[config.mk]
export PLATFORM = sky130hd
export DESIGN_NAME = script_run_segmenter_top_flat
export DESIGN_NICKNAME = d
export VERILOG_FILES = /design/src/rtl/srs_pkg.sv /design/src/rtl/srs_if.sv /design/src/rtl/srs_ram.sv /design/src/rtl/script_run_segmenter_top.sv /design/src/flat_wrapper.sv
export SDC_FILE = /design/constraint.sdc
export NUM_CORES = 1
export LEC_CHECK = 0
export ABC_CLOCK_PERIOD_IN_PS = 4690
export BUFFER_PORTS_ARGS = -buffer_cell sky130_fd_sc_hd__buf_2
export CORE_UTILIZATION = 47
export CTS_CLUSTER_DIAMETER = 40
export DETAILED_ROUTE_END_ITERATION = 16
export PLACE_DENSITY = 0.66
export SLEW_MARGIN = 20
export SYNTH_ARGS = -nofsm -noshare
export SYNTH_HDL_FRONTEND = slang
export SYNTH_SLANG_ARGS = --single-unit
[constraint.sdc]
create_clock -name clk -period 4.69 [get_ports clk]
set_clock_uncertainty 0.2 [all_clocks]
set_input_delay 0.469 -clock clk [delete_from_list [all_inputs] [get_ports clk]]
set_output_delay 0.469 -clock clk [all_outputs]
set_load 0.02 [all_outputs]
[src/rtl/srs_pkg.sv]
// shared constants, types and bracket table for the script run segmenter
`default_nettype none
package srs_pkg;

  localparam int STACK_DEPTH = 32;
  localparam int STK_AW      = $clog2(STACK_DEPTH);
  localparam int POS_BITS    = 16;
  localparam int NPAIRS      = 34;
  localparam int PAIR_W      = 6;
  localparam int SCRIPT_W    = 8;
  localparam int CP_W        = 21;
  localparam int CFG_IDX_W   = 2;

  localparam logic [CFG_IDX_W-1:0] CFG_COMMON    = 2'd0;
  localparam logic [CFG_IDX_W-1:0] CFG_INHERITED = 2'd1;
  localparam logic [CFG_IDX_W-1:0] CFG_UNKNOWN   = 2'd2;

  typedef logic signed [STK_AW:0] stk_ptr_t;

  typedef enum logic [2:0] {
    S_IDLE, S_EXAM, S_POP, S_DECIDE, S_FIX, S_EMIT_BRK, S_FINISH, S_EMIT_LAST
  } state_t;

  typedef struct packed {
    logic              hit;
    logic [PAIR_W-1:0] idx;
  } pair_hit_t;

  localparam logic [CP_W-1:0] PAIR_TABLE [NPAIRS] = '{
    21'h0028, 21'h0029, 21'h003c, 21'h003e, 21'h005b, 21'h005d, 21'h007b, 21'h007d,
    21'h00ab, 21'h00bb, 21'h2018, 21'h2019, 21'h201c, 21'h201d, 21'h2039, 21'h203a,
    21'h3008, 21'h3009, 21'h300a, 21'h300b, 21'h300c, 21'h300d, 21'h300e, 21'h300f,
    21'h3010, 21'h3011, 21'h3014, 21'h3015, 21'h3016, 21'h3017, 21'h3018, 21'h3019,
    21'h301a, 21'h301b
  };

  // first table entry matching the code point
  function automatic pair_hit_t find_pair(input logic [CP_W-1:0] cp);
    pair_hit_t r;
    r = '0;
    for (int i = NPAIRS - 1; i >= 0; i--) begin
      if (PAIR_TABLE[i] == cp) begin
        r.hit = 1'b1;
        r.idx = PAIR_W'(i);
      end
    end
    return r;
  endfunction

endpackage
`default_nettype wire

[src/rtl/srs_if.sv]
// valid/ready channel interfaces for characters and runs
`default_nettype none
interface srs_in_if;
  logic                           valid;
  logic                           ready;
  logic [srs_pkg::CP_W-1:0]       code_point;
  logic [srs_pkg::SCRIPT_W-1:0]   script_code;
  logic                           first_char;
  logic                           last_char;
  modport source (output valid, code_point, script_code, first_char, last_char, input ready);
  modport sink   (input valid, code_point, script_code, first_char, last_char, output ready);
endinterface

interface srs_out_if;
  logic                           valid;
  logic                           ready;
  logic [srs_pkg::POS_BITS-1:0]   run_start;
  logic [srs_pkg::POS_BITS-1:0]   run_length;
  logic [srs_pkg::SCRIPT_W-1:0]   run_script;
  logic                           final_run;
  modport source (output valid, run_start, run_length, run_script, final_run, input ready);
  modport sink   (input valid, run_start, run_length, run_script, final_run, output ready);
endinterface
`default_nettype wire

[src/rtl/srs_ram.sv]
// generic single-port-write ram with registered read
`default_nettype none
module srs_ram #(
  parameter int WIDTH = 8,
  parameter int DEPTH = 32
) (
  input  wire logic                     clk,
  input  wire logic                     we,
  input  wire logic [$clog2(DEPTH)-1:0] waddr,
  input  wire logic [WIDTH-1:0]         wdata,
  input  wire logic [$clog2(DEPTH)-1:0] raddr,
  output      logic [WIDTH-1:0]         rdata
);
  logic [WIDTH-1:0] mem [DEPTH];

  // write port and registered read port
  always_ff @(posedge clk) begin
    if (we) begin
      mem[waddr] <= wdata;
    end
    rdata <= mem[raddr];
  end
endmodule
`default_nettype wire

[src/rtl/script_run_segmenter_top.sv]
// script run segmenter top level: run tracking, bracket stack sequencer
//
//  channel  | dir | handshake       | payload
//  in_ch    | in  | valid/ready     | code_point, script_code, first_char, last_char
//  out_ch   | out | valid/ready     | run_start, run_length, run_script, final_run
//  cfg_*    | in  | write enable    | cfg_index, cfg_data
//
// a character passes idle, examine, decide and finish, plus a pop per stack entry read
// by a closer, a fix per opener script fix-up, an emit per run (examine repeats on a break)
// the bracket stack lives in two rams with a registered read; pops read one entry a cycle
// rst_n is synchronous; stack contents are not cleared, only the pointers
// results wait in an output register; a stall there holds the sequencer only when
// a new run must be emitted
`default_nettype none
module script_run_segmenter_top (
  input  wire logic                              clk,
  input  wire logic                              rst_n,
  srs_in_if.sink                                 in_ch,
  srs_out_if.source                              out_ch,
  input  wire logic                              cfg_we,
  input  wire logic [srs_pkg::CFG_IDX_W-1:0]     cfg_index,
  input  wire logic [srs_pkg::SCRIPT_W-1:0]      cfg_data
);

  localparam int AW = srs_pkg::STK_AW;
  localparam int SW = srs_pkg::SCRIPT_W;
  localparam int PW = srs_pkg::POS_BITS;
  localparam srs_pkg::stk_ptr_t TOP_LAST = srs_pkg::stk_ptr_t'(srs_pkg::STACK_DEPTH - 1);

  srs_pkg::state_t state_r, state_nxt;

  logic [SW-1:0] common_r, inherited_r, unknown_r;

  logic [srs_pkg::CP_W-1:0] cp_r;
  logic [SW-1:0]            sc_in_r;
  logic                     last_r, last_nxt;
  logic                     forced_r, forced_nxt;
  logic [SW-1:0]            sc_eff_r, sc_eff_nxt;
  logic                     closer_r, closer_nxt;
  logic [srs_pkg::PAIR_W-1:0] want_r, want_nxt;

  srs_pkg::stk_ptr_t top_r, top_nxt, fix_r, fix_nxt;
  logic [SW-1:0]     cur_r, cur_nxt;
  logic [PW-1:0]     begin_r, begin_nxt, pos_r, pos_nxt;
  logic              has_r, has_nxt;

  logic          out_valid_r, out_valid_nxt;
  logic [PW-1:0] out_start_r, out_start_nxt, out_len_r, out_len_nxt;
  logic [SW-1:0] out_script_r, out_script_nxt;
  logic          out_final_r, out_final_nxt;

  // ram ports
  logic                        pair_we, scr_we;
  logic [AW-1:0]               pair_waddr, scr_waddr, rd_addr;
  logic [srs_pkg::PAIR_W-1:0]  pair_wdata, pair_rdata;
  logic [SW-1:0]               scr_wdata, scr_rdata;

  srs_ram #(.WIDTH(srs_pkg::PAIR_W), .DEPTH(srs_pkg::STACK_DEPTH)) u_pair_ram (
    .clk(clk), .we(pair_we), .waddr(pair_waddr), .wdata(pair_wdata),
    .raddr(rd_addr), .rdata(pair_rdata)
  );

  srs_ram #(.WIDTH(SW), .DEPTH(srs_pkg::STACK_DEPTH)) u_scr_ram (
    .clk(clk), .we(scr_we), .waddr(scr_waddr), .wdata(scr_wdata),
    .raddr(rd_addr), .rdata(scr_rdata)
  );

  function automatic logic is_real(input logic [SW-1:0] s, input logic [SW-1:0] inh,
                                   input logic [SW-1:0] unk);
    return (s > inh) && (s != unk);
  endfunction

  srs_pkg::pair_hit_t ph;
  logic              slot_free, accept_ok, in_xfer;
  logic [PW-1:0]     run_len;
  srs_pkg::stk_ptr_t top_dec, fix_inc;

  assign ph        = srs_pkg::find_pair(cp_r);
  assign slot_free = !out_valid_r || out_ch.ready;
  assign in_ch.ready = (state_r == srs_pkg::S_IDLE);
  assign in_xfer   = in_ch.valid && in_ch.ready;
  assign run_len   = (pos_r == begin_r) ? PW'(1) : PW'(pos_r - begin_r);
  assign top_dec   = top_r - srs_pkg::stk_ptr_t'(1);
  assign fix_inc   = fix_r + srs_pkg::stk_ptr_t'(1);
  assign accept_ok = forced_r || !is_real(cur_r, inherited_r, unknown_r) ||
                     !is_real(sc_eff_r, inherited_r, unknown_r) || (cur_r == sc_eff_r);

  assign out_ch.valid      = out_valid_r;
  assign out_ch.run_start  = out_start_r;
  assign out_ch.run_length = out_len_r;
  assign out_ch.run_script = out_script_r;
  assign out_ch.final_run  = out_final_r;

  // configuration registers
  always_ff @(posedge clk) begin
    if (!rst_n) begin
      common_r    <= '0;
      inherited_r <= SW'(1);
      unknown_r   <= '1;
    end else if (cfg_we) begin
      case (cfg_index)
        srs_pkg::CFG_COMMON:    common_r    <= cfg_data;
        srs_pkg::CFG_INHERITED: inherited_r <= cfg_data;
        srs_pkg::CFG_UNKNOWN:   unknown_r   <= cfg_data;
        default: ;
      endcase
    end
  end

  // state register and run state
  always_ff @(posedge clk) begin
    if (!rst_n) begin
      state_r     <= srs_pkg::S_IDLE;
      top_r       <= '1;
      fix_r       <= '1;
      cur_r       <= '0;
      begin_r     <= '0;
      pos_r       <= '0;
      has_r       <= 1'b0;
      out_valid_r <= 1'b0;
    end else begin
      state_r     <= state_nxt;
      top_r       <= top_nxt;
      fix_r       <= fix_nxt;
      cur_r       <= cur_nxt;
      begin_r     <= begin_nxt;
      pos_r       <= pos_nxt;
      has_r       <= has_nxt;
      out_valid_r <= out_valid_nxt;
    end
  end

  // item payload and result payload
  always_ff @(posedge clk) begin
    if (in_xfer) begin
      cp_r    <= in_ch.code_point;
      sc_in_r <= in_ch.script_code;
    end
    last_r       <= last_nxt;
    forced_r     <= forced_nxt;
    sc_eff_r     <= sc_eff_nxt;
    closer_r     <= closer_nxt;
    want_r       <= want_nxt;
    out_start_r  <= out_start_nxt;
    out_len_r    <= out_len_nxt;
    out_script_r <= out_script_nxt;
    out_final_r  <= out_final_nxt;
  end

  // sequencer
  always_comb begin
    state_nxt      = state_r;
    top_nxt        = top_r;
    fix_nxt        = fix_r;
    cur_nxt        = cur_r;
    begin_nxt      = begin_r;
    pos_nxt        = pos_r;
    has_nxt        = has_r;
    last_nxt       = last_r;
    forced_nxt     = forced_r;
    sc_eff_nxt     = sc_eff_r;
    closer_nxt     = closer_r;
    want_nxt       = want_r;
    out_valid_nxt  = out_valid_r && !out_ch.ready;
    out_start_nxt  = out_start_r;
    out_len_nxt    = out_len_r;
    out_script_nxt = out_script_r;
    out_final_nxt  = out_final_r;
    pair_we        = 1'b0;
    scr_we         = 1'b0;
    pair_waddr     = top_r[AW-1:0];
    scr_waddr      = top_r[AW-1:0];
    pair_wdata     = '0;
    scr_wdata      = cur_r;
    rd_addr        = top_r[AW-1:0];

    case (state_r)
      srs_pkg::S_IDLE: begin
        if (in_xfer) begin
          last_nxt = in_ch.last_char;
          // new string clears the run and stack pointers
          if (in_ch.first_char) begin
            top_nxt   = '1;
            fix_nxt   = '1;
            cur_nxt   = common_r;
            begin_nxt = '0;
            pos_nxt   = '0;
            has_nxt   = 1'b0;
          end
          forced_nxt = !(in_ch.first_char ? 1'b0 : has_r);
          state_nxt  = srs_pkg::S_EXAM;
        end
      end

      srs_pkg::S_EXAM: begin
        sc_eff_nxt = sc_in_r;
        closer_nxt = 1'b0;
        want_nxt   = {ph.idx[srs_pkg::PAIR_W-1:1], 1'b0};
        state_nxt  = srs_pkg::S_DECIDE;
        if (sc_in_r == common_r && ph.hit) begin
          if (!ph.idx[0]) begin
            // opener: push with the run's script, wrap when full
            top_nxt    = (top_r == TOP_LAST) ? '0 : top_r + srs_pkg::stk_ptr_t'(1);
            pair_we    = 1'b1;
            scr_we     = 1'b1;
            pair_waddr = top_nxt[AW-1:0];
            scr_waddr  = top_nxt[AW-1:0];
            pair_wdata = ph.idx;
            scr_wdata  = cur_r;
          end else begin
            closer_nxt = 1'b1;
            if (top_r >= 0) begin
              rd_addr   = top_r[AW-1:0];
              state_nxt = srs_pkg::S_POP;
            end
          end
        end
      end

      srs_pkg::S_POP: begin
        // compare the entry read last cycle, else read the one below
        if (pair_rdata == want_r) begin
          sc_eff_nxt = scr_rdata;
          if (top_r < fix_r) fix_nxt = top_r;
          state_nxt = srs_pkg::S_DECIDE;
        end else begin
          top_nxt = top_dec;
          rd_addr = top_dec[AW-1:0];
          if (top_dec < 0) begin
            if (top_dec < fix_r) fix_nxt = top_dec;
            state_nxt = srs_pkg::S_DECIDE;
          end
        end
      end

      srs_pkg::S_DECIDE: begin
        if (!accept_ok) begin
          state_nxt = srs_pkg::S_EMIT_BRK;
        end else if (!is_real(cur_r, inherited_r, unknown_r) &&
                     is_real(sc_eff_r, inherited_r, unknown_r)) begin
          cur_nxt   = sc_eff_r;
          state_nxt = (fix_r < top_r) ? srs_pkg::S_FIX : srs_pkg::S_FINISH;
        end else begin
          state_nxt = srs_pkg::S_FINISH;
        end
      end

      srs_pkg::S_FIX: begin
        // rewrite the script of openers pushed before the run's script was known
        scr_we    = 1'b1;
        scr_waddr = fix_inc[AW-1:0];
        scr_wdata = cur_r;
        fix_nxt   = fix_inc;
        if (fix_inc >= top_r) state_nxt = srs_pkg::S_FINISH;
      end

      srs_pkg::S_EMIT_BRK: begin
        if (slot_free) begin
          out_valid_nxt  = 1'b1;
          out_start_nxt  = begin_r;
          out_len_nxt    = run_len;
          out_script_nxt = cur_r;
          out_final_nxt  = !last_r;
          begin_nxt      = pos_r;
          cur_nxt        = common_r;
          fix_nxt        = top_r;
          has_nxt        = 1'b0;
          forced_nxt     = 1'b1;
          state_nxt      = srs_pkg::S_EXAM;
        end
      end

      srs_pkg::S_FINISH: begin
        if (closer_r && top_r >= 0) begin
          top_nxt = top_dec;
          if (top_dec < fix_r) fix_nxt = top_dec;
        end
        has_nxt = 1'b1;
        if (pos_r != '1) pos_nxt = pos_r + PW'(1);
        state_nxt = last_r ? srs_pkg::S_EMIT_LAST : srs_pkg::S_IDLE;
      end

      srs_pkg::S_EMIT_LAST: begin
        if (slot_free) begin
          out_valid_nxt  = 1'b1;
          out_start_nxt  = begin_r;
          out_len_nxt    = run_len;
          out_script_nxt = cur_r;
          out_final_nxt  = 1'b1;
          begin_nxt      = pos_r;
          cur_nxt        = common_r;
          fix_nxt        = top_r;
          has_nxt        = 1'b0;
          state_nxt      = srs_pkg::S_IDLE;
        end
      end

      default: state_nxt = srs_pkg::S_IDLE;
    endcase
  end

endmodule
`default_nettype wire

[src/flat_wrapper.sv]
// flat-port wrapper written by rule: the top's interface ports become plain ports
module script_run_segmenter_top_flat 
  (clk, rst_n, cfg_we, cfg_index, cfg_data, in_ch_valid, in_ch_code_point, in_ch_script_code, in_ch_first_char, in_ch_last_char, in_ch_ready, out_ch_valid, out_ch_run_start, out_ch_run_length, out_ch_run_script, out_ch_final_run, out_ch_ready);
  srs_in_if in_ch_i ();
  srs_out_if out_ch_i ();
  input  wire logic clk;
  input  wire logic rst_n;
  input  wire logic cfg_we;
  input  wire logic [srs_pkg::CFG_IDX_W-1:0] cfg_index;
  input  wire logic [srs_pkg::SCRIPT_W-1:0] cfg_data;
  input wire logic [$bits(in_ch_i.valid)-1:0] in_ch_valid;
  input wire logic [$bits(in_ch_i.code_point)-1:0] in_ch_code_point;
  input wire logic [$bits(in_ch_i.script_code)-1:0] in_ch_script_code;
  input wire logic [$bits(in_ch_i.first_char)-1:0] in_ch_first_char;
  input wire logic [$bits(in_ch_i.last_char)-1:0] in_ch_last_char;
  output wire logic [$bits(in_ch_i.ready)-1:0] in_ch_ready;
  output wire logic [$bits(out_ch_i.valid)-1:0] out_ch_valid;
  output wire logic [$bits(out_ch_i.run_start)-1:0] out_ch_run_start;
  output wire logic [$bits(out_ch_i.run_length)-1:0] out_ch_run_length;
  output wire logic [$bits(out_ch_i.run_script)-1:0] out_ch_run_script;
  output wire logic [$bits(out_ch_i.final_run)-1:0] out_ch_final_run;
  input wire logic [$bits(out_ch_i.ready)-1:0] out_ch_ready;
  assign in_ch_i.valid = in_ch_valid;
  assign in_ch_i.code_point = in_ch_code_point;
  assign in_ch_i.script_code = in_ch_script_code;
  assign in_ch_i.first_char = in_ch_first_char;
  assign in_ch_i.last_char = in_ch_last_char;
  assign in_ch_ready = in_ch_i.ready;
  assign out_ch_valid = out_ch_i.valid;
  assign out_ch_run_start = out_ch_i.run_start;
  assign out_ch_run_length = out_ch_i.run_length;
  assign out_ch_run_script = out_ch_i.run_script;
  assign out_ch_final_run = out_ch_i.final_run;
  assign out_ch_i.ready = out_ch_ready;
  script_run_segmenter_top u_core (.clk(clk), .rst_n(rst_n), .in_ch(in_ch_i), .out_ch(out_ch_i), .cfg_we(cfg_we), .cfg_index(cfg_index), .cfg_data(cfg_data));
endmodule
==> flow_summary_export.csv <==
group,metric,value,unit
detailed_routing,first_pass_iters,7,
cts,cts_resized,0,
place,place_ws,0.569,ns
critical_path,reg2reg_depth,8,
cts,cts_tree,"done",
pwr,p_leak,11.5,nW
global_routing,antenna_found_initial,1,
cts,clkTransAtPathRegs,0.06,ns
critical_path,crit_family,"simple AND/OR/NAND/NOR gates",
logic_synthesis,netlist_instances,2333,
detailed_routing,drt_drc_violations_left,0,
critical_path,critPathMaxFanout,11,
logic_synthesis,synth_area_leaders,"edfxtp_1 56%, dfxtp_1 6.9%, nand2_1 5.1%",
cts,worstSkewPairLatency,0.64,ns
logic_synthesis,synth-edff-count,502,
global_routing,grt_pass1_wl,112000,um
die,core-area,56700,sq um
detailed_routing,first_iter_violations,2005,
critical_path,cp.depth,8,
die,die-area,58700,sq um
hold_path,min_path_cells,3,
logic_synthesis,yosysTopAreaCell,"edfxtp_1",
die,die_w,242,um
logic_synthesis,ys_types,88,
cts,holdBufCountCts,38,
sta,min_period_over_period,88.5,%
layout,fin_nets,2597,
critical_path,ff2ff_setup_slack,0.54,ns
global_routing,grt_use_total,24.5,%
critical_path,crit_chain,"nor4_4 > nand4b_2 > nor4_1 > a211o_1 > o21ai_2 > or3_1 > or3_1 > nor2_1",
logic_synthesis,avgSynthCellArea,11.6,sq um
pwr,powerDensity,577,nW/um^2
critical_path,path_common_cell,"or3_1",
cts,clock_sinks,596,
cts,clock_path_buffers,3,
detailed_routing,vias,19700,
sta,rsz0062_at_grt,"false",
global_routing,grt_pass1_vias,19600,
sta,worst_pin_slew,0.892,ns
run_status,outcome,"complete, no violations",
logic_synthesis,ys_seq_elements,596,
logic_synthesis,yosysWarnings,0,
logic_synthesis,syn-num-nets,2433,
place,place.gp.congestion,0.938,
pwr,irDropWorstVdd,0.356,mV
die,io_pins,89,
sta,worst_slack,0.540,ns
place,port_buffers,88,
layout,final_cells,3318,
place,dp.cells,3135,
logic_synthesis,ys.flop_type,"edfxtp_1",
detailed_routing,ant_nets,0,
critical_path,crit_path_max_incr_delay,0.68,ns
detailed_routing,wl_per_cell,21.9,um
die,start_util,47.9,%
sta,setup_viol,0,
layout,final_common_cell,"edfxtp_1",
die,die_y,242,um
sta,relSlewSlack,40.6,%
sta,hold_viol,0,
global_routing,grt_start_max_net_pins,70,
critical_path,critPathKind,"reg -> reg",
detailed_routing,post_drt_via_cell_ratio,5.94,
cts,cts_setup_buffers,0,
sta,timing.fmax,241,MHz
cts,cts_buffers,78,
run,maxCapViolations,0,
critical_path,cpMaxStageDelayCell,"or3_1",
logic_synthesis,syn-cell-area,27200,sq um
sta,setup_tns,0,ns
logic_synthesis,yosysSeqAreaShare,62.4,%
hold_path,min_path_type,"in -> reg",
place,dp_hpwl,46400,um
detailed_routing,drt_wl_total,72500,um
pwr,p_total,18.5,mW
critical_path,critPathRequiredTime,4.76,ns
logic_synthesis,async_reset_ff_share,0,%
critical_path,path_buf_inv,0,
layout,mostFrequentLayoutCells,"502 x edfxtp_1, 366 x nand2_1, 154 x nor2_1, 128 x nand3_1, 113 x o211ai_1",
die,fp-row-count,87,
cts,h-tree-depth,3,
layout,syn_to_final_growth,17.7,%
cts,cts_root_buf,"clkbuf_16",
logic_synthesis,synth_top_cell_area_share,55.5,%
sta,final_max_slew_viol_count,0,
critical_path,critPathArrivalTime,4.22,ns
sta,fin_crit,4.15,ns
sta,holdWs,0.0349,ns
layout,final_layout_size_suffix_gt1_share,14.3,%
global_routing,gr-total-overflow,0,
critical_path,cp-end-kind,"register",
critical_path,crit_path_start_kind,"register",
-- metal layers --
| metal | share of wire [%] | GRT usage [%] | up-vias | routed length (um) |
|---|---|---|---|---|
| li1 | - | - | 9068 | - |
| met1 | 42 | 33.2 | 9585 | 30600 |
| met2 | 48 | 40.1 | 909 | 34600 |
| met3 | 7.2 | 3.33 | 146 | 5260 |
| met4 | 2.8 | 9.72 | 0 | 2060 |
| met5 | 0 | 0 | - | 0 |
-- synthesized netlist by cell type, types with 34 or more instances --
master,count
a21oi_1,40
a31oi_1,47
clkbuf_1,116
dfxtp_1,94
edfxtp_1,502
ha_1,53
inv_1,95
mux2i_1,54
nand2_1,366
nand3_1,128
nand4_1,46
nor2_1,154
nor4_1,42
o211ai_1,113
o21ai_0,39
xnor2_1,41
xor2_1,34
-- registers in the layout (all words and copies together), names as in the netlist, 16 cells and up --
register / cells
u_core.u_scr_ram.mem: 256
u_core.u_pair_ram.mem: 160
u_core.cp_r: 21
u_core.begin_r: 16
u_core.out_ch.run_length: 16
u_core.out_ch.run_start: 16
u_core.pos_r: 16
-- worst min-delay path, stage by stage --
cell,delay (ns)
buf_2,0.13
nor2b_1,0.05
o21ai_0,0.08
-- area by class of cell --
cell class                      count  area, sq um
Inverter                          100          375
Clock inverter                     55          646
Antenna cell                        1         2.50
Timing Repair Buffer              226         1610
Sequential cell                   596        17000
Clock buffer                       89         2070
Multi-Input combinational cell   1495         9350
Tap cell                          756          946
Fill cell                        4645        24800
-- through the flow --
step	area, sq um	utilization [%]
after detailed placement	28900	50.9
after CTS	32000	56.3
after global routing	32000	56.3
final	32000	56.3
after floorplan	27200	-
after global placement	28900	50.9
-- final timing paths --
check | start | to
worst max-delay path | u_core.cp_r[9]$_DFFE_PP_ | u_core.u_pair_ram.mem[12][3]$_DFFE_PP_
worst min-delay path | in_ch_first_char | u_core.forced_r$_SDFFCE_PN1P_
worst max register to register | u_core.cp_r[9]$_DFFE_PP_ | u_core.u_pair_ram.mem[12][3]$_DFFE_PP_
worst min register to register | u_core.begin_r[10]$_SDFFE_PN0P_ | u_core.out_ch.run_start[10]$_DFFE_PP_
-- logic make-up after synthesis --
family          Yosys count  share of synthesized area, %
buf+inv                 242                          3.52
xor+xnor                 75                          2.42
flops                   596                          62.4
simple gates            905                          16.1
compound gates          397                          10.6
fa+ha+maj                54                          2.52
mux                      64                          2.42
-- where the power goes --
group / switching, mW / internal (mW)
sequential: 0.364 / 6.27
clock: 2.44 / 3.66
combinational: 3.87 / 1.84
No activity file was read; power rests on OpenSTA's default activity.
